`src/hw/rtl/jhs_queue.sv`:
```
// short register queue between front and back
module jhs_queue #(
  parameter int WIDTH = 64,
  parameter int DEPTH = 4
) (
  input  logic             clk_i,
  input  logic             rst_ni,
  input  logic             push_i,
  input  logic [WIDTH-1:0] data_i,
  output logic             full_o,
  input  logic             pop_i,
  output logic             valid_o,
  output logic [WIDTH-1:0] data_o
);

  localparam int AW = $clog2(DEPTH);

  logic [WIDTH-1:0] mem_q [DEPTH];
  logic [AW-1:0]    wr_q, rd_q;
  logic [AW:0]      cnt_q;
  logic             do_push, do_pop;

  assign full_o  = (cnt_q == (AW+1)'(DEPTH));
  assign valid_o = (cnt_q != '0);
  assign data_o  = mem_q[rd_q];
  assign do_push = push_i && !full_o;
  assign do_pop  = pop_i && valid_o;

  // entry storage
  always_ff @(posedge clk_i) begin
    if (do_push) begin
      mem_q[wr_q] <= data_i;
    end
  end

  // pointers and fill count
  always_ff @(posedge clk_i or negedge rst_ni) begin
    if (!rst_ni) begin
      wr_q  <= '0;
      rd_q  <= '0;
      cnt_q <= '0;
    end else begin
      if (do_push) begin
        wr_q <= (wr_q == AW'(DEPTH - 1)) ? '0 : wr_q + AW'(1);
      end
      if (do_pop) begin
        rd_q <= (rd_q == AW'(DEPTH - 1)) ? '0 : rd_q + AW'(1);
      end
      cnt_q <= cnt_q + (AW+1)'(do_push) - (AW+1)'(do_pop);
    end
  end

endmodule

```
`config.mk`:
```
export PLATFORM = sky130hd
export DESIGN_NAME = jhs_queue
export DESIGN_NICKNAME = d
export VERILOG_FILES = /design/src/hw/rtl/jhs_queue.sv
export SDC_FILE = /design/constraint.sdc
export NUM_CORES = 1
export LEC_CHECK = 0
export CAP_MARGIN = 30
export CORE_MARGIN = 1
export CORE_UTILIZATION = 62
export CTS_CLUSTER_DIAMETER = 150
export CTS_CLUSTER_SIZE = 16
export DETAILED_ROUTE_END_ITERATION = 10
export DONT_BUFFER_PORTS = 1
export GPL_TIMING_DRIVEN = 0
export HOLD_SLACK_MARGIN = 0.12
export PLACE_DENSITY = 0.85
export SLEW_MARGIN = 20
export SYNTH_ARGS = -nofsm -noshare
export SYNTH_HDL_FRONTEND = slang
export SYNTH_SLANG_ARGS = --single-unit
```
`constraint.sdc`:
```
create_clock -name clk_i -period 2.94 [get_ports clk_i]
set_input_delay 0.147 -clock clk_i [delete_from_list [all_inputs] [get_ports clk_i]]
set_output_delay 0.147 -clock clk_i [all_outputs]
set_load 0.01 [all_outputs]
```
# After elaboration in Yosys (flattened, before gate mapping)
# Memory sizes are Yosys's and may differ from the RTL's.
# Index checks and enable logic that the tools add are counted.
[totals]
ram_bits = 256
mem_count = 1
ff_bits = 7
in_bits = 68
mem_bits_ro = 0
latch_bits = 0
wordCells = 19
output_inout_bits = 66
[memory_table]
columns = ["name", "depth", "width", "read_ports", "rd_ports_with_merged_regs", "write_ports", "line_no", "rtl"]
rows = [
  ["mem_q", 4, 64, 1, 0, 1, "18", "logic [WIDTH-1:0] mem_q [DEPTH];"],
]
[op_classes]
mul = 0
bitwise = 0
n_reduce_logical = 4
n_lt_le_gt_ge = 0
muxes = 4
addsub = 4
shift = 0
eq_ne = 3
n_div = 0
[ops]
columns = ["op", "count"]
rows = [
  ["$add A2 B1 Y2 const B", 2],
  ["$eq A2 B2 Y1 const B", 2],
  ["$mux W2", 2],
  ["$add A3 B1 Y3", 1],
  ["$eq A3 B3 Y1 const B", 1],
  ["$reduce_bool A3 Y1", 1],
  ["$sub A3 B1 Y3", 1],
  ["$logic_and A1 B1 Y1", 2],
  ["$mux W1", 2],
  ["$logic_not A1 Y1", 1],
]

# Logic depth before layout (Yosys ltp)
[depth]
word_depth = 5
depth_mapped = 10
mapped_depth_nobuf = 9

# Least setup slack after synthesis
# Ideal clock, no wire load.
[synth_timing]
path_type = "reg-to-reg"
from = "register cnt_q[1]"
to = "memory mem_q[0][0] (enable)"
path_stages_with_launch = 4
t_required_ns = 2.511
n_path_buf = 1
setup_ns = 0.429
arrival_ns = 2.256
slack_ns = 0.255
synth_period_minus_slack_ns = 2.685
cell_sequence = "dfrtp_1 or3b_1 buf_2 and3_1"
[synth_via]
elab_chain_len = 5
[synth_lines]
columns = ["item", "line_no", "rtl"]
rows = [
  ["from (decl)", "20", "logic [AW:0] cnt_q;"],
  ["from (signal assigned)", "49", "cnt_q <= cnt_q + (AW+1)'(do_push) - (AW+1)'(do_pop);"],
  ["$eq A3 B3 Y1", "23", "assign full_o = (cnt_q == (AW+1)'(DEPTH));"],
  ["$logic_not A1 Y1", "26", "assign do_push = push_i && !full_o;"],
  ["$logic_and A1 B1 Y1", "26", ""],
  ["$mux W1", "31", "if (do_push) begin"],
  ["$mux W1 (implied by the code)", "32", "mem_q[wr_q] <= data_i;"],
  ["to (decl)", "18", ""],
]
# Every way passes these cells.

# Worst setup path after layout
[layout_timing]
from = "register cnt_q[1]"
to = "register cnt_q[2]"
[layout_via]
elab_chain_len = 5
elab_cells_between_ends = 7
classes_between = "add/sub (2); eq/ne (1); reduce/logical (4)"
[layout_lines]
columns = ["item", "line_no"]
rows = [
  ["$eq A3 B3 Y1", "23"],
  ["$logic_not A1 Y1", "26"],
  ["$logic_and A1 B1 Y1", "26"],
  ["$add A3 B1 Y3", "49"],
  ["$sub A3 B1 Y3 (*)", "49"],
]
# Mark *: on every way between the ends. The rest lies on a longest branch, timed or not.
# A chain may end at the register's enable or synchronous reset.

==> impl_metrics.csv <==
group,metric,value,unit
sta,slew_headroom,59.6,%
floorplanning,coreArea,15300,um2
power,intPower,0.00754,W
global_route,grt-busiest-layer,"met2",
clock_tree,cts.clk_slew.worst_paths,80,ps
clock_tree,cts_tree,"done",
clock_tree,cts_sinks,263,
synthesis,synth_seq_area_share,81.0,%
worst_setup_path,r2r_end,"cnt_q[2]",
routing,wirelength,16.9,mm
routing,routed_wire_length_per_instance,24.5,um
global_route,grt_pass1_wl,25.7,mm
global_route,grt_use_met1,28.7,%
final_layout,drive_gt1_share,22.9,%
clock_tree,cts-root-buf,"clkbuf_16",
global_route,grt_max_degree,47,
final_layout,fin_nets,548,
place,routabilityCongestion,0.667,
power,power.density,939,nW/um2
synthesis,synthesis.area,9700,um2
place,io_buffers,0,
worst_setup_path,worst-setup-path-type,"reg2reg",
clock_tree,clk_path_buf_depth,3,
routing,drtPass1Iterations,5,
min_path,hold_start,"push_i",
place,dpl-instance-area,10100,um2
synthesis,synth_top_area_share,79.2,%
power,clock_power_share,22.9,%
sta,maxSlewViolCount,0,
global_route,grtUsageMet3,4.44,%
clock_tree,clk_latency,500,ps
place,place_hpwl,9.65,mm
synthesis,synthTopCellsByArea,"edfxtp_1 (79%), mux4_2 (15%), dfrtp_1 (1.8%)",
power,p_leak,3.66,nW
sta,hold_violations,0,
place,place_ws,522,ps
sta,skew,22.3,ps
final_layout,seq_area,7860,um2
synthesis,ys_seq_elements,263,
sta,tightestPinTransition,606,ps
power,combPwrFrac,28.7,%
synthesis,synthCells,378,
run_status,outcome,"finished, final reports clean",
clock_tree,cts_setup_buffers,0,
routing,vias,4168,
floorplanning,start_util,63.6,%
place,dp_cells,593,
routing,vias_per_cell,6.03,
worst_setup_path,r2r_cells,10,
power,seqPwrFrac,48.3,%
sta,period_minus_slack,2430,ps
global_route,grt_usage,21.6,%
synthesis,yosys_warnings,0,
sta,max_freq,411,MHz
global_route,antenna_found_initial,0,
floorplanning,num_rows,45,
final_layout,area_growth,16.8,%
floorplanning,fp.dieArea,16200,um2
clock_tree,ctsResizeCount,0,
min_path,hold_path_depth,1,
synthesis,syn-num-nets,454,
floorplanning,die_h,127,um
routing,drc,0,
routing,detail-route-antenna-nets,0,
power,ir_drop,0.000653,V
sta,setup_viol,0,
sta,grt_setup_unrepaired,"false",
synthesis,postSynthAreaPerCell,25.7,um2
routing,drtIter0Drc,337,
min_path,holdPathEnd,"mem_q[1][56]",
final_layout,multi_input_area,1730,um2
worst_setup_path,cp.arrival,2860,ps
clock_tree,cts_buffers,20,
final_layout,fillers,823,
clock_tree,htree_levels,1,
global_route,gr-total-overflow,0,
floorplanning,die_w,127,um
worst_setup_path,cp-end-kind,"register",
job,drv_cap,0,
synthesis,yosys.area.top_type,"edfxtp_1",
synthesis,synth_cell_types,25,
worst_setup_path,reg2reg_slack,510,ps
worst_setup_path,start_kind,"register",
final_layout,stdcell_count,691,
floorplanning,io_pins,134,
final_layout,design_area,11300,um2
sta,fin_ws,507,ps
worst_setup_path,cp_max_fo,7,
power,switchingPower,0.00311,W
global_route,first_global_vias,4542,
final_layout,antenna-diode-count,0,
sta,fin_crit_sh,82.8,%
worst_setup_path,reg2reg_from,"cnt_q[1]",
global_route,use_met2,36.8,%
worst_setup_path,worstPathRequired,3370,ps
power,p_sw_share,29.2,%
min_path,min_path_type,"in2reg",
placed cells by master, fill, tap and decap left out, types with 2 or more instances in the layout:
cell / n
inv_1: 7
nand2_1: 2
clkbuf_16: 20
buf_6: 5
clkbuf_1: 9
xnor2_1: 2
mux2_2: 2
buf_4: 2
and3_4: 4
mux4_2: 64
edfxtp_1: 256
buf_2: 7
dlygate4sd3_1: 68
buf_16: 4
ha_1: 7
dfrtp_1: 7
cells in the mapped netlist:
cell type and count:
clkbuf_1 1, mux2_2 2, nand2b_1 1, inv_1 7, nor4bb_1 1, a211o_1 1, or4bb_1 1, dfrtp_1 7
or3_1 1, or3b_1 1, o31ai_1 1, xnor2_1 2, buf_6 5, nor2_1 1, edfxtp_1 256, nor3b_1 1
and3_1 4, fa_1 1, mux4_2 64, buf_2 7, nor2b_1 1, o211ai_1 1, nand2_1 2, ha_1 7
buf_4 2
through the flow:
| step | hold slack, ps | utilization [%] | total power, W | setup TNS, ps |
|---|---|---|---|---|
| final | 136 | 74.3 | 0.0106 | 0 |
| after floorplan | -149 | - | 0.00746 | 0 |
| after CTS | 124 | 74.3 | 0.0107 | 0 |
| after global routing | 130 | 74.3 | 0.0111 | 0 |
| after global placement | -148 | 65.3 | 0.00807 | -210010 |
| after detailed placement | -148 | 66.2 | 0.00822 | 0 |
critical path, cell delays in order (launching register included):
cell and delay [ps]:
dfrtp_1 470, or3b_1 420, buf_2 180, nand2_1 100, ha_1 240, inv_1 70, ha_1 130, inv_1 50
fa_1 370, xnor2_1 200, xnor2_1 140
state kept, by name (all words and copies together), names as in the netlist:
register	cells
mem_q	256
cnt_q	3
rd_q	2
wr_q	2
routing by layer:
metal / vias up / share of wire, %
li1: 1800 / -
met1: 2192 / 39
met2: 144 / 53
met3: 32 / 6.0
met4: 0 / 2.4
met5: - / 0
worst max-delay path by stage:
| stage | from | end | slack [ps] | cells past startpoint |
|---|---|---|---|---|
| 2_1_floorplan | cnt_q[1] | mem_q[0][0] | 250 | 3 |
| 3_3_place_gp | cnt_q[1] | mem_q[3][35] | -840 | 3 |
| 3_5_place_dp | cnt_q[1] | cnt_q[2] | 520 | 9 |
| 4_1_cts | cnt_q[1] | cnt_q[2] | 520 | 9 |
| 5_1_grt | cnt_q[1] | cnt_q[2] | 370 | 9 |
| 6_report | cnt_q[1] | cnt_q[2] | 510 | 10 |
cells by family after synthesis:
| group | share of synthesized area [%] |
|---|---|
| compound gates | 0.245 |
| simple gates | 0.954 |
| flops | 81.0 |
| mux | 15.1 |
| buf+inv | 1.41 |
| fa+ha+maj | 1.11 |
| xor+xnor | 0.181 |
power by group through the flow:
| stage | clock network, W | logic (W) | registers (W) |
|---|---|---|---|
| after global placement | 0 | 0.00282 | 0.00524 |
| after global routing | 0.00262 | 0.00328 | 0.00520 |
| final | 0.00244 | 0.00306 | 0.00515 |
| after detailed placement | 0 | 0.00300 | 0.00522 |
| after CTS | 0.00247 | 0.00313 | 0.00515 |
| after floorplan | 0 | 0.00228 | 0.00518 |
what timing repair did:
action	CTS	global route
hold buffers	68	0
setup endpoints to repair	0	0
hold endpoints to repair	303	0
layout make-up:
| cell class | instances | share of cell area, % |
|---|---|---|
| Buffer | 15 | 0.971 |
| Clock buffer | 28 | 4.68 |
| Clock inverter | 2 | 0.243 |
| Inverter | 7 | 0.232 |
| Multi-Input combinational cell | 93 | 15.2 |
| Sequential cell | 263 | 69.4 |
| Tap cell | 211 | 2.33 |
| Timing Repair Buffer | 72 | 6.97 |
(Power assumes the default switching activity.)
