$ cat config.mk
export PLATFORM = sky130hd
export DESIGN_NAME = jhs_back
export DESIGN_NICKNAME = d
export VERILOG_FILES = /design/src/hw/rtl/jhs_pkg.sv /design/src/hw/rtl/jhs_back.sv
export SDC_FILE = /design/constraint.sdc
export NUM_CORES = 1
export LEC_CHECK = 0
export ABC_AREA = 1
export BUFFER_PORTS_ARGS = -buffer_cell sky130_fd_sc_hd__buf_4
export CAP_MARGIN = 20
export CELL_PAD_IN_SITES_DETAIL_PLACEMENT = 1
export CELL_PAD_IN_SITES_GLOBAL_PLACEMENT = 1
export CORE_UTILIZATION = 32
export CTS_BUF_LIST = sky130_fd_sc_hd__clkbuf_4 sky130_fd_sc_hd__clkbuf_8 sky130_fd_sc_hd__clkbuf_16
export DETAILED_ROUTE_END_ITERATION = 6
export PLACE_DENSITY_LB_ADDON = 0.1
export SLEW_MARGIN = 20
export SYNTH_ARGS = -nofsm -noshare
export SYNTH_HDL_FRONTEND = slang
export SYNTH_SLANG_ARGS = --single-unit
$ cat constraint.sdc
create_clock -name clk_i -period 4.6 [get_ports clk_i]
set_input_delay 0.69 -clock clk_i [delete_from_list [all_inputs] [get_ports clk_i]]
set_output_delay 0.69 -clock clk_i [all_outputs]
set_load 0.05 [all_outputs]
$ cat src/hw/rtl/jhs_pkg.sv
// shared types and constants for the jacobi heat stencil
package jhs_pkg;

  // fixed field widths
  localparam int ROW_W      = 16;
  localparam int COL_W      = 10;
  localparam int CFG_LEN_W  = 11;
  localparam int CFG_TOT_W  = 16;
  localparam int CFG_DATA_W = 16;
  localparam int CFG_IDX_W  = 1;

  // register indexes
  localparam logic [CFG_IDX_W-1:0] CFG_ROW_LENGTH = 1'b0;
  localparam logic [CFG_IDX_W-1:0] CFG_ROW_TOTAL  = 1'b1;

  // reset values of the registers
  localparam logic [CFG_LEN_W-1:0] ROW_LENGTH_RST = 11'd1024;
  localparam logic [CFG_TOT_W-1:0] ROW_TOTAL_RST  = 16'd1024;

  // per-item classification handed from front to back
  typedef struct packed {
    logic             emit_a;    // result for the cell above (or row 0 cell)
    logic             emit_b;    // own border value on the last row
    logic             a_calc;    // result a is a four-point average
    logic             a_sel_x;   // result a passes the sample through
    logic             frame_end; // final cell of the grid
    logic [ROW_W-1:0] a_row;
    logic [ROW_W-1:0] b_row;
    logic [COL_W-1:0] col;
  } jhs_ctl_t;

  localparam int CTL_W = $bits(jhs_ctl_t);

endpackage

$ cat src/hw/rtl/jhs_back.sv
// back end: four-point average and result sequencing into the output register
module jhs_back #(
  parameter int SAMPLE_WIDTH = 32
) (
  input  logic                        clk_i,
  input  logic                        rst_ni,
  input  logic                        q_valid_i,
  output logic                        q_pop_o,
  input  jhs_pkg::jhs_ctl_t           ctl_i,
  input  logic [SAMPLE_WIDTH-1:0]     south_i,
  input  logic [SAMPLE_WIDTH-1:0]     north_i,
  input  logic [SAMPLE_WIDTH-1:0]     west_i,
  input  logic [SAMPLE_WIDTH-1:0]     east_i,
  input  logic [SAMPLE_WIDTH-1:0]     center_i,
  output logic                        out_valid_o,
  input  logic                        out_ready_i,
  output logic [SAMPLE_WIDTH-1:0]     out_value_o,
  output logic [jhs_pkg::ROW_W-1:0]   out_row_o,
  output logic [jhs_pkg::COL_W-1:0]   out_col_o,
  output logic                        out_last_o
);
  import jhs_pkg::*;

  localparam int SW = SAMPLE_WIDTH;

  logic              phase_q, phase_d;
  logic              valid_q, valid_d;
  logic [SW-1:0]     value_q;
  logic [ROW_W-1:0]  row_q;
  logic [COL_W-1:0]  col_q;
  logic              last_q;
  logic              out_free, load, sel_b;
  logic signed [SW+1:0] sum;
  logic [SW-1:0]     quarter, a_value;

  // floor of the four-point sum over four, fits without saturation
  always_comb begin
    sum = $signed({{2{north_i[SW-1]}}, north_i}) + $signed({{2{south_i[SW-1]}}, south_i})
        + $signed({{2{west_i[SW-1]}}, west_i}) + $signed({{2{east_i[SW-1]}}, east_i});
    quarter = sum[SW+1:2];
    a_value = ctl_i.a_calc ? quarter : (ctl_i.a_sel_x ? south_i : center_i);
  end

  assign out_free = !valid_q || out_ready_i;

  // one result a cycle from the queue head, while the output register is free
  always_comb begin
    load    = 1'b0;
    sel_b   = 1'b0;
    q_pop_o = 1'b0;
    phase_d = phase_q;
    if (q_valid_i) begin
      priority if (phase_q) begin
        if (out_free) begin
          load    = 1'b1;
          sel_b   = 1'b1;
          q_pop_o = 1'b1;
          phase_d = 1'b0;
        end
      end else if (ctl_i.emit_a) begin
        if (out_free) begin
          load = 1'b1;
          if (ctl_i.emit_b) begin
            phase_d = 1'b1;
          end else begin
            q_pop_o = 1'b1;
          end
        end
      end else if (ctl_i.emit_b) begin
        if (out_free) begin
          load    = 1'b1;
          sel_b   = 1'b1;
          q_pop_o = 1'b1;
        end
      end else begin
        q_pop_o = 1'b1;
      end
    end
  end

  assign valid_d = load ? 1'b1 : (out_ready_i ? 1'b0 : valid_q);

  // output control
  always_ff @(posedge clk_i or negedge rst_ni) begin
    if (!rst_ni) begin
      valid_q <= 1'b0;
      phase_q <= 1'b0;
    end else begin
      valid_q <= valid_d;
      phase_q <= phase_d;
    end
  end

  // output payload
  always_ff @(posedge clk_i) begin
    if (load) begin
      value_q <= sel_b ? south_i : a_value;
      row_q   <= sel_b ? ctl_i.b_row : ctl_i.a_row;
      col_q   <= ctl_i.col;
      last_q  <= sel_b && ctl_i.frame_end;
    end
  end

  assign out_valid_o = valid_q;
  assign out_value_o = value_q;
  assign out_row_o   = row_q;
  assign out_col_o   = col_q;
  assign out_last_o  = last_q;

endmodule

## Word-level counts from Yosys, hierarchy flattened

Cells that the tools add are included.

- Memory bits (writable): 0
- Word-level logic and storage cells: 38
- Memory bits (read-only): 0
- Bits in registers: 61
- Output and inout bits: 61
- Memories: 0
- Latch bits: 0

- Shift-type cells: 0
- Magnitude comparators: 0
- Multiplexer cells: 25
- Div/mod/pow operators: 0
- Reduce and logical (&&, ||, !) cells: 4
- Bitwise logic cells: 0
- $mul: 0
- Eq/ne operators: 0
- $add $sub $neg: 3

Operators by type and width:

| operator | count |
|---|---|
| $mux 32 | 3 |
| $add 33x32->34 | 1 |
| $add 34x32->34 | 1 |
| $add 32x32->33 | 1 |
| $mux 1 | 21 |
| $mux 16 | 1 |
| $reduce_bool 2->1 | 1 |
| $logic_and 1x1->1 | 1 |
| $logic_not 1->1 | 1 |
| $logic_or 1x1->1 | 1 |

## Longest topological paths before layout

Gate-level depths: netlist of run 1.

- Word-level depth: 8
- Depth in mapped cells: 18

## Worst setup path before layout of run 1

No wires, ideal clock.

- Path type: input port to flip-flop
- Start: in q_valid_i
- End: reg col_q[0] (netlist: out_col_o[0]) (enable)
- Required time: 4.051 ns
- Cell stages on the path: 2
- Setup slack: -0.737 ns
- Library setup time: 0.549 ns
- Data arrival time: 4.788 ns
- Cell sequence: inv_1 -> nor3_1

- Word-level cells in the longest chain between the ends: 1

RTL lines:

| item | line | text |
|---|---|---|
| start, declared | jhs_back.sv:7 | `input logic q_valid_i,` |
| $mux 1 | jhs_back.sv:52 | `if (q_valid_i) begin` |
| via load | jhs_back.sv:32 | `logic out_free, load, sel_b;` |
| end signal, assigned | jhs_back.sv:99 | `col_q <= ctl_i.col;` |
| end, declared | jhs_back.sv:30 | `logic [COL_W-1:0] col_q;` |

The timed path passes the listed nets, and every way through them passes these cells.
A chain may end at the register's enable or synchronous reset.

## Worst setup path in the final report of run 1

- Start: in south_i[1]
- End: reg value_q[19] (netlist: out_value_o[19]) (data pin)

- Word-level cells in the longest chain between the ends: 5

RTL lines:

| item | line | text |
|---|---|---|
| start, declared | jhs_back.sv:10 | `input logic [SAMPLE_WIDTH-1:0] south_i,` |
| $add 32x32->33 | jhs_back.sv:38 | `sum = $signed({{2{north_i[SW-1]}}, north_i}) + $signed({{2{south_i[SW-1]}}, south_i})` |
| $add 33x32->34 | jhs_back.sv:39 | `+ $signed({{2{west_i[SW-1]}}, west_i}) + $signed({{2{east_i[SW-1]}}, east_i});` |
| $add 34x32->34 | jhs_back.sv:39 |  |
| $mux 32 | jhs_back.sv:41 | `a_value = ctl_i.a_calc ? quarter : (ctl_i.a_sel_x ? south_i : center_i);` |
| $mux 32 | jhs_back.sv:97 | `value_q <= sel_b ? south_i : a_value;` |
| end signal, assigned | jhs_back.sv:97 |  |
| end, declared | jhs_back.sv:28 | `logic [SW-1:0] value_q;` |

Every way passes these cells.

==> results of run 1 <==
where the power goes:
part | internal [mW] | leakage (nW) | switching, mW | total (mW)
Clock | 0.421 | 0.146 | 0.284 | 0.705
Sequential | 0.708 | 0.583 | 0.0209 | 0.729
Combinational | 0.773 | 4.64 | 1.43 | 2.20
Total | 1.90 | 5.37 | 1.73 | 3.64
cell usage after synthesis, types with 5 or more instances:
cell / count
o21ai_0: 47
a22oi_1: 11
nor3_1: 8
xor2_1: 7
nand2_2: 12
nor2_2: 5
a221oi_1: 6
inv_1: 273
edfxtp_1: 59
clkbuf_1: 9
buf_2: 8
ha_1: 31
fa_1: 65
a21oi_1: 68
nor2_1: 80
nand3b_1: 6
nand3_1: 39
nand2_1: 231
state kept, by name (all words and copies together) (netlist names):
signal / flops
out_value_o: 32
phase_q: 1
out_last_o: 1
out_valid_o: 1
out_col_o: 10
out_row_o: 16
routing by layer:
metal  share of wire (%)  GRT usage, %
met2                  49         40.96
met3                 6.3         3.825
met4                0.41         3.200
met1                  44         29.90
met5                   0             0
stage by stage:
| stage | hold WS (ns) | area [um^2] |
|---|---|---|
| after floorplan | 0.3944 | 7139 |
| after global placement | 0.4764 | 9494 |
| after detailed placement | 0.4762 | 9505 |
| after CTS | 0.1127 | 9804 |
| after global routing | 0.1154 | 9804 |
| final | 0.1209 | 9804 |
cells by family (layout without fill, tap and decap cells):
group / count (synthesis) / count (layout)
adders and majority gates: 96 / 96
and+or+nand+nor: 388 / 388
AOI/OAI and AO/OA: 146 / 146
buffers and inverters: 295 / 568
xor gates and xnor gates: 8 / 8
DFF: 61 / 61
worst max-delay path: cells and delay by family:
family / cells / cell delay (ns)
simple gates: 9 / 1.01
buf+inv: 3 / 0.23
fa+ha+maj: 3 / 1.45
compound gates: 2 / 0.30
how the worst min path moves through the flow:
stage	end	cells after the start
after global routing	out_valid_o$_DFFE_PN0P_	1
after detailed placement	out_valid_o$_DFFE_PN0P_	1
final	phase_q$_DFFE_PN0P_	1
after global placement	out_valid_o$_DFFE_PN0P_	1
after CTS	phase_q$_DFFE_PN0P_	1
after floorplan	out_valid_o$_DFFE_PN0P_	0
area by class of cell:
type / instances / area (um^2)
fill: 2778 / 12020
sequential: 61 / 1822
clock buffer: 9 / 225.2
multi-input combinational: 638 / 4209
timing repair buffer: 276 / 2088
tap: 280 / 350.3
clock inverter: 7 / 73.82
inverter: 276 / 1036
layout by cell type, fill, tap and decap left out, types with 2 or more instances in the layout:
| cell type | Yosys | final |
|---|---|---|
| o21bai_1 | 3 | 3 |
| or2_0 | 2 | 2 |
| xor2_1 | 7 | 7 |
| nor2_1 | 80 | 80 |
| clkinv_4 | 0 | 2 |
| o22ai_1 | 2 | 2 |
| clkinv_2 | 0 | 2 |
| inv_2 | 3 | 3 |
| buf_4 | 0 | 274 |
| nor3_1 | 8 | 7 |
| dfrtp_1 | 2 | 2 |
| edfxtp_1 | 59 | 59 |
| nor2_2 | 5 | 5 |
| a221oi_1 | 6 | 6 |
| nand3b_1 | 6 | 6 |
| nor3_2 | 3 | 3 |
| a22oi_1 | 11 | 11 |
| o21ai_0 | 47 | 47 |
| nand3_1 | 39 | 39 |
| clkbuf_16 | 0 | 9 |
| nand2_2 | 12 | 13 |
| ha_1 | 31 | 31 |
| a31oi_1 | 2 | 2 |
| inv_1 | 273 | 273 |
| nand2_1 | 231 | 230 |
| a21oi_1 | 68 | 68 |
| a21oi_2 | 3 | 3 |
| fa_1 | 65 | 65 |
==> impl_results.md, run 1 <==
- CP max stage delay: 0.58 ns
- IO Pins: 272
- CTS tree: done
- Flops & latches, synth: 61
- Mapped Area: 0.007134 mm^2
- Post-route antenna net violation count: 0
- Layout cells sized above 1: 25.49%
- Yosys warning count: 0
- Data required, critical path: about 4.7 ns
- Nets: 1569
- Max Cap Viol: 0
- Post-Route WL: 25.78 mm
- Slowest CP cell: fa_1
- First-pass GRT wire length: 39.88 mm
- Worst setup margin: 1.007 ns
- Actual slew at the worst max-slew pin: 1.087 ns
- Slew margin rel.: 27.28%
- First-pass iteration count of the detailed router: 4
- WL/cell: 16.67 um
- Final period util: 78.10%
- Clk_skew: ~0.0069 ns
- Clk Latency, worst-skew pair: 0.34 ns
- Startpoint Class: primary input
- Syn Nets: 1301
- GP Congestion: between 0.8 and 0.9
- Outcome: completed
- DRC: 0
- Seq/Total Area, Yosys: 25.53%
- Post-synthesis area per instance: 7.177 um^2
- HP Class: primary input to async pin
- FF-to-FF End: out_value_o[4]$_DFFE_PP_
- Leakage: 5.367 nW
- Die Span Y: 151.3 um
- Post-CTS Setup Inserts: 0
- Place WS: between 0.6 and 0.7 ns
- Largest net degree at the start of global routing: 43
- Cells after Synth: 994
- Initial Utilization: between 30 and 40%
- Placed Cells: between 1500 and 2000
- Synth top area cells: edfxtp_1 25%, fa_1 18%, inv_1 14%
- Reg2Reg Depth: 7
- Post-cts resize count: 0
- Gr ovfl total: 0
- Hold Buf Count CTS: 0
- Synth top area share: 24.83%
- Worst VDD drop: 0.0001815 V
- Initial DRC Count: ~260
- Setup TNS: 0 ns
- Worst setup path endpoint: out_value_o[19]$_DFFE_PP_
- CP max FO: 3
- Via count of the routed design: 7182
- Pwr Density: approximately 370 mW/mm^2
- Simple-gate share of the synthesized area: 22.69%
- Clk slew on worst S/H paths: 0.06 ns
- Largest family of logic cells by synthesized area: adder cells
- CP dominant cell by count: nand2_1
- Util after Layout: 44.93%
- # diodes: 0
- Non-Filler Instances: between 1500 and 2000
- Avg Vias per Cell: 4.643
- Antenna violations before repair: 0
- Area Overhead vs Synth: 37.43%
- Reg2reg start: out_valid_o$_DFFE_PN0P_
- Synth Area in Compound Gates: 11.45%
- H-Tree Depth: 3
- Total GRT Usage: a little under a quarter
- CP Launch Point: south_i[1]
- Final Setup Violations: 0
- Post-DP HPWL: between 20 and 25 mm
- Netlist cell types: 34
- RSZ-0062 raised after global routing: false
- Vias in the first global route: 7472
- CTS buffer count: 9
- Tot Pwr: 3.636 mW
- Worst R2R Setup Slack: about 2.3 ns
- Number of synthesized flops with an enable pin: 59
- Port-buffer cells: 271
- Max Clk Rate: around 280 MHz
- Asr flop ratio synth: 3.279%
- Die X: 151.3 um
- Adder-Cell Fraction of Synth Area: 23.68%
- Area leader, netlist: edfxtp_1
- Die Area: 0.02290 mm^2
- CP endpoint kind: flip-flop
- Clock sinks: 61
- CP Cell Sequence: buf_4 -> inv_1 -> fa_1 -> fa_1 -> nor3_1 -> inv_1 -> fa_1 -> o21ai_2 -> nand2_1 -> nand2_2 -> nand2_1 -> nand2_2 -> nand2_1 -> nand2_1 -> nand2_1 -> nand3_1 -> a21oi_1
- Arrival time worst endpoint: about 3.7 ns
- Mux cell area share after synthesis: 0%
- Clock root buffer: clkbuf_16
- Fin. max-slew vios: 0
- Core area: 0.02182 mm^2
- Rows: 54
- Hold Vio Cnt, Final: 0
- Xor/xnor share of the synthesized area: less than 1%
- CTS Buffer Depth: 2
- Primary FF master, synth: edfxtp_1
- Crit path time final: 3.593 ns
- CP Class: primary input to flip-flop
(Power assumes the default switching activity.)
==> run 2: changes to the inputs <==
ABC_AREA = 0   (was 1)
clock period = 3.1 ns   (was 4.6 ns; I/O delays follow)
==> run 2 against run 1 <==
  * The run now ends with negative setup slack left
  * Clock-buffer cell count up 1
  * Worst setup slack worse by 1.6 ns
  * Combinational power up 100%
  * Global-route usage up 0.99 points
  * Core utilization up 11 points
  * Clock power up 49%
  * Die area down 11%
  * Hold slack better by 0.17 ns
==> impl_results.md, run 2 <==
- Outcome: finished with violations
- Violated checks: negative setup slack
- Post-DP HPWL: 19.31 mm (-10%)
- First-pass GRT wire length: 37.11 mm (-6.9%)
- Mux cell area share after synthesis: 0% (unchanged)
- HP Class: primary input to flip-flop
- Vias in the first global route: 7165 (-4.1%)
- Clock root buffer: clkbuf_16
- Asr flop ratio synth: 3.279% (unchanged)
- Largest net degree at the start of global routing: 39 (-9.3%)
- Fin. max-slew vios: 0 (unchanged)
- Clock share of power: 15.8% (-3.6 points)
- First-pass iteration count of the detailed router: 4 (unchanged)
- Synth top area cells: edfxtp_1 28%, fa_1 21%, inv_1 11%
- Mapped Area: 0.006304 mm^2 (-12%)
- IO Pins: 272 (unchanged)
- Rows: 50 (-7.4%)
- CTS Buffer Depth: 2 (unchanged)
- CTS buffer count: 9 (unchanged)
- Startpoint Class: primary input
- Tot Pwr: 6.595 mW (+81%)
- H-Tree Depth: 3 (unchanged)
- Initial DRC Count: 233 (-8.6%)
- Avg Vias per Cell: 4.765 (+2.6%)
- Netlist cell types: 54 (+59%)
- Reg2reg start: out_valid_o$_DFFE_PN0P_
- Cells after Synth: 699 (-30%)
- Post-synthesis area per instance: 9.018 um^2 (+26%)
- Post-Route WL: 23.84 mm (-7.5%)
- Non-Filler Instances: 1375 (-11%)
- Layout cells sized above 1: 47.09% (+22 points)
- Leading cell type in the layout, fill and taps excluded: buf_4
- Actual slew at the worst max-slew pin: 1.060 ns (-0.02675 ns)
- Hold Worst Slack: 0.2916 ns (+0.1707 ns)
- Via count of the routed design: 6552 (-8.8%)
- Post-route antenna net violation count: 0 (unchanged)
- Max Cap Viol: 0 (unchanged)
- Setup TNS: -9.564 ns (-9.564 ns)
- Final instance area: 0.01064 mm^2 (+8.5%)
- Synth top area share: 28.11% (+3.3 points)
- FF-to-FF End: out_value_o[20]$_DFFE_PP_
- Worst setup path endpoint: out_value_o[29]$_DFFE_PP_
- CTS tree: done
- Most frequent cells in the layout: 401 x buf_4, 182 x inv_1, 73 x nand2_1
- Fillers: 2255 (-19%)
- Yosys warning count: 0 (unchanged)
- Simple-gate share of the synthesized area: 10.08% (-13 points)
- Sw Share: 41.65% (-6.0 points)
- Final period util: 119.8%
- Clk slew on worst S/H paths: 0.07 ns (about the same)
- CP endpoint kind: flip-flop
- Gr ovfl total: 0 (unchanged)
- Area Overhead vs Synth: 68.74%
- Leakage: 5.322 nW (-0.85%)
- Antenna violations before repair: 0 (unchanged)
- Max Clk Rate: 269.3 MHz
- Worst R2R Setup Slack: 0.89 ns (-1.42 ns)
- Crit path time final: 3.713 ns
- Worst VDD drop: 0.0002557 V (+41%)
- Hold Vio Cnt, Final: 0 (unchanged)
- Place WS: -1.082 ns (-1.757 ns)
- Syn Nets: 1006 (-23%)
- Die Span Y: 142.4 um (-5.9%)
- Total GRT Usage: 24.11% (+0.99 points)
- Port-buffer cells: 271 (unchanged)
- Sequential Power Share: 16.8% (-3.3 points)
- Internal Dissipation: 3.848 mW (+100%)
- WL/cell: 17.34 um (+4.0%)
- Worst setup margin: -0.6129 ns (-1.620 ns)
- Primary FF master, synth: edfxtp_1
- Clk_skew: 0.01176 ns (+0.004815 ns)
- # diodes: 0 (unchanged)
- GP Congestion: 0.8532 (-2.9%)
- P_sw: 2.747 mW (+59%)
- Xor/xnor share of the synthesized area: 3.751% (+2.8 points)
- Flops & latches, synth: 61 (unchanged)
- Final Setup Violations: 27 (+27)
- Adder-Cell Fraction of Synth Area: 26.80% (+3.1 points)
- Worst Hold Depth: 1
- Placed Cells: 1340 (-12%)
- Number of flip-flops under the largest register name: 32 (unchanged)
- Clock sinks: 61 (unchanged)
- CP Launch Point: south_i[1]
- Area of the multi-input gates: 0.004277 mm^2 (+1.6%)
- Core area: 0.01902 mm^2 (-13%)
- RSZ-0062 raised after global routing: true
- Largest family of logic cells by synthesized area: adder cells
- Nets: 1417 (-9.7%)
- Number of synthesized flops with an enable pin: 59 (unchanged)
- CP max FO: 3 (unchanged)
- Util after Layout: 55.93% (+11 points)
- Synth Area in Compound Gates: 18.24% (+6.8 points)
- Slew margin rel.: 29.32% (+2.0 points)
- DRC: 0 (unchanged)
- Die Area: 0.02026 mm^2 (-11%)
- Arrival time worst endpoint: 3.80 ns (+0.12 ns)
- Leading cell types by count after synthesis: 188 x inv_1, 77 x nand2_1, 65 x fa_1
- Reg2Reg Depth: 6 (-1)
- Clk Latency, worst-skew pair: 0.34 ns (about the same)
- Placed cell area: 0.009863 mm^2 (+3.8%)
- Data required, critical path: 3.19 ns (-1.50 ns)
- Seq. cell area: 0.001822 mm^2 (unchanged)
- Pwr Density: 620.0 mW/mm^2 (+67%)
- Seq/Total Area, Yosys: 28.90% (+3.4 points)
- Die X: 142.4 um (-5.9%)
- CP Class: primary input to flip-flop
- Most frequent cell after synthesis: inv_1
- Area leader, netlist: edfxtp_1
- Logic pwr share: 67.4% (+6.9 points)
- Initial Utilization: 33.14% (+0.45 points)
==> run 2: cell count changes after synthesis, sizes merged, moves of 7 or more <==
cell,change
nand2,-166
inv,-88
nor2,-65
nand3,-38
a21oi,-27
o22ai,+19
a21o,+16
o21ai,-15
xnor2,+14
buf,-9
a22oi,+8
clkbuf,+7
nand4,+7
==> run 2: cells by family (layout without fill, tap and decap cells) <==
logic type,count (synthesis),count (layout)
buf+inv,205,621
xor+xnor,27,27
compound gates,173,173
simple gates,137,137
fa+ha+maj,96,96
flops,61,61
==> run 2: cell type report <==
type                       instances  area share (%)
clock buffer                      10           2.188
multi-input combinational        433           40.21
inverter                         188           6.799
clock inverter                     6          0.5999
sequential                        61           17.13
tap                              260           3.058
timing repair buffer             417           30.02
==> run 2: power by group through the flow <==
stage	clock network (mW)	logic (mW)	registers, mW
after global placement	0	3.85	1.12
after detailed placement	0	3.93	1.12
after CTS	1.06	4.24	1.11
final	1.05	4.44	1.11
after global routing	1.09	4.83	1.12
after floorplan	0	2.06	1.47
==> run 2: worst min path at each step <==
stage,startpoint,end
floorplan,rst_ni,out_valid_o$_DFFE_PN0P_
global placement,rst_ni,out_valid_o$_DFFE_PN0P_
detailed placement,rst_ni,out_valid_o$_DFFE_PN0P_
CTS,ctl_i[6],out_col_o[6]$_DFFE_PP_
global route,ctl_i[6],out_col_o[6]$_DFFE_PP_
finish,ctl_i[6],out_col_o[6]$_DFFE_PP_
==> run 2: timing repair <==
action / CTS / global route
resized for setup: 47 / 23
endpoints found under the setup margin: 24 / 28
hold buffers: 1 / 0
buffers inserted: 14 / 5
hold endpoints to repair: 2 / 0
pin swaps: 42 / 41
==> run 2: metal layers <==
| layer | part of all wire [%] | global-route usage, % |
|---|---|---|
| met4 | 2.2 | 8.036 |
| met3 | 5.8 | 4.610 |
| met2 | 53 | 44.56 |
| met1 | 39 | 27.67 |
| met5 | 0 | 0 |
==> run 2: critical path, cell delays in order <==
cell	delay, ns
buf_8	0.08
inv_8	0.03
fa_1	0.56
fa_1	0.42
or3b_4	0.40
fa_2	0.35
nand2b_4	0.16
a21o_1	0.19
a211oi_4	0.30
o21a_4	0.18
a21oi_4	0.06
o31ai_4	0.28
nor4b_4	0.26
nor3_2	0.07
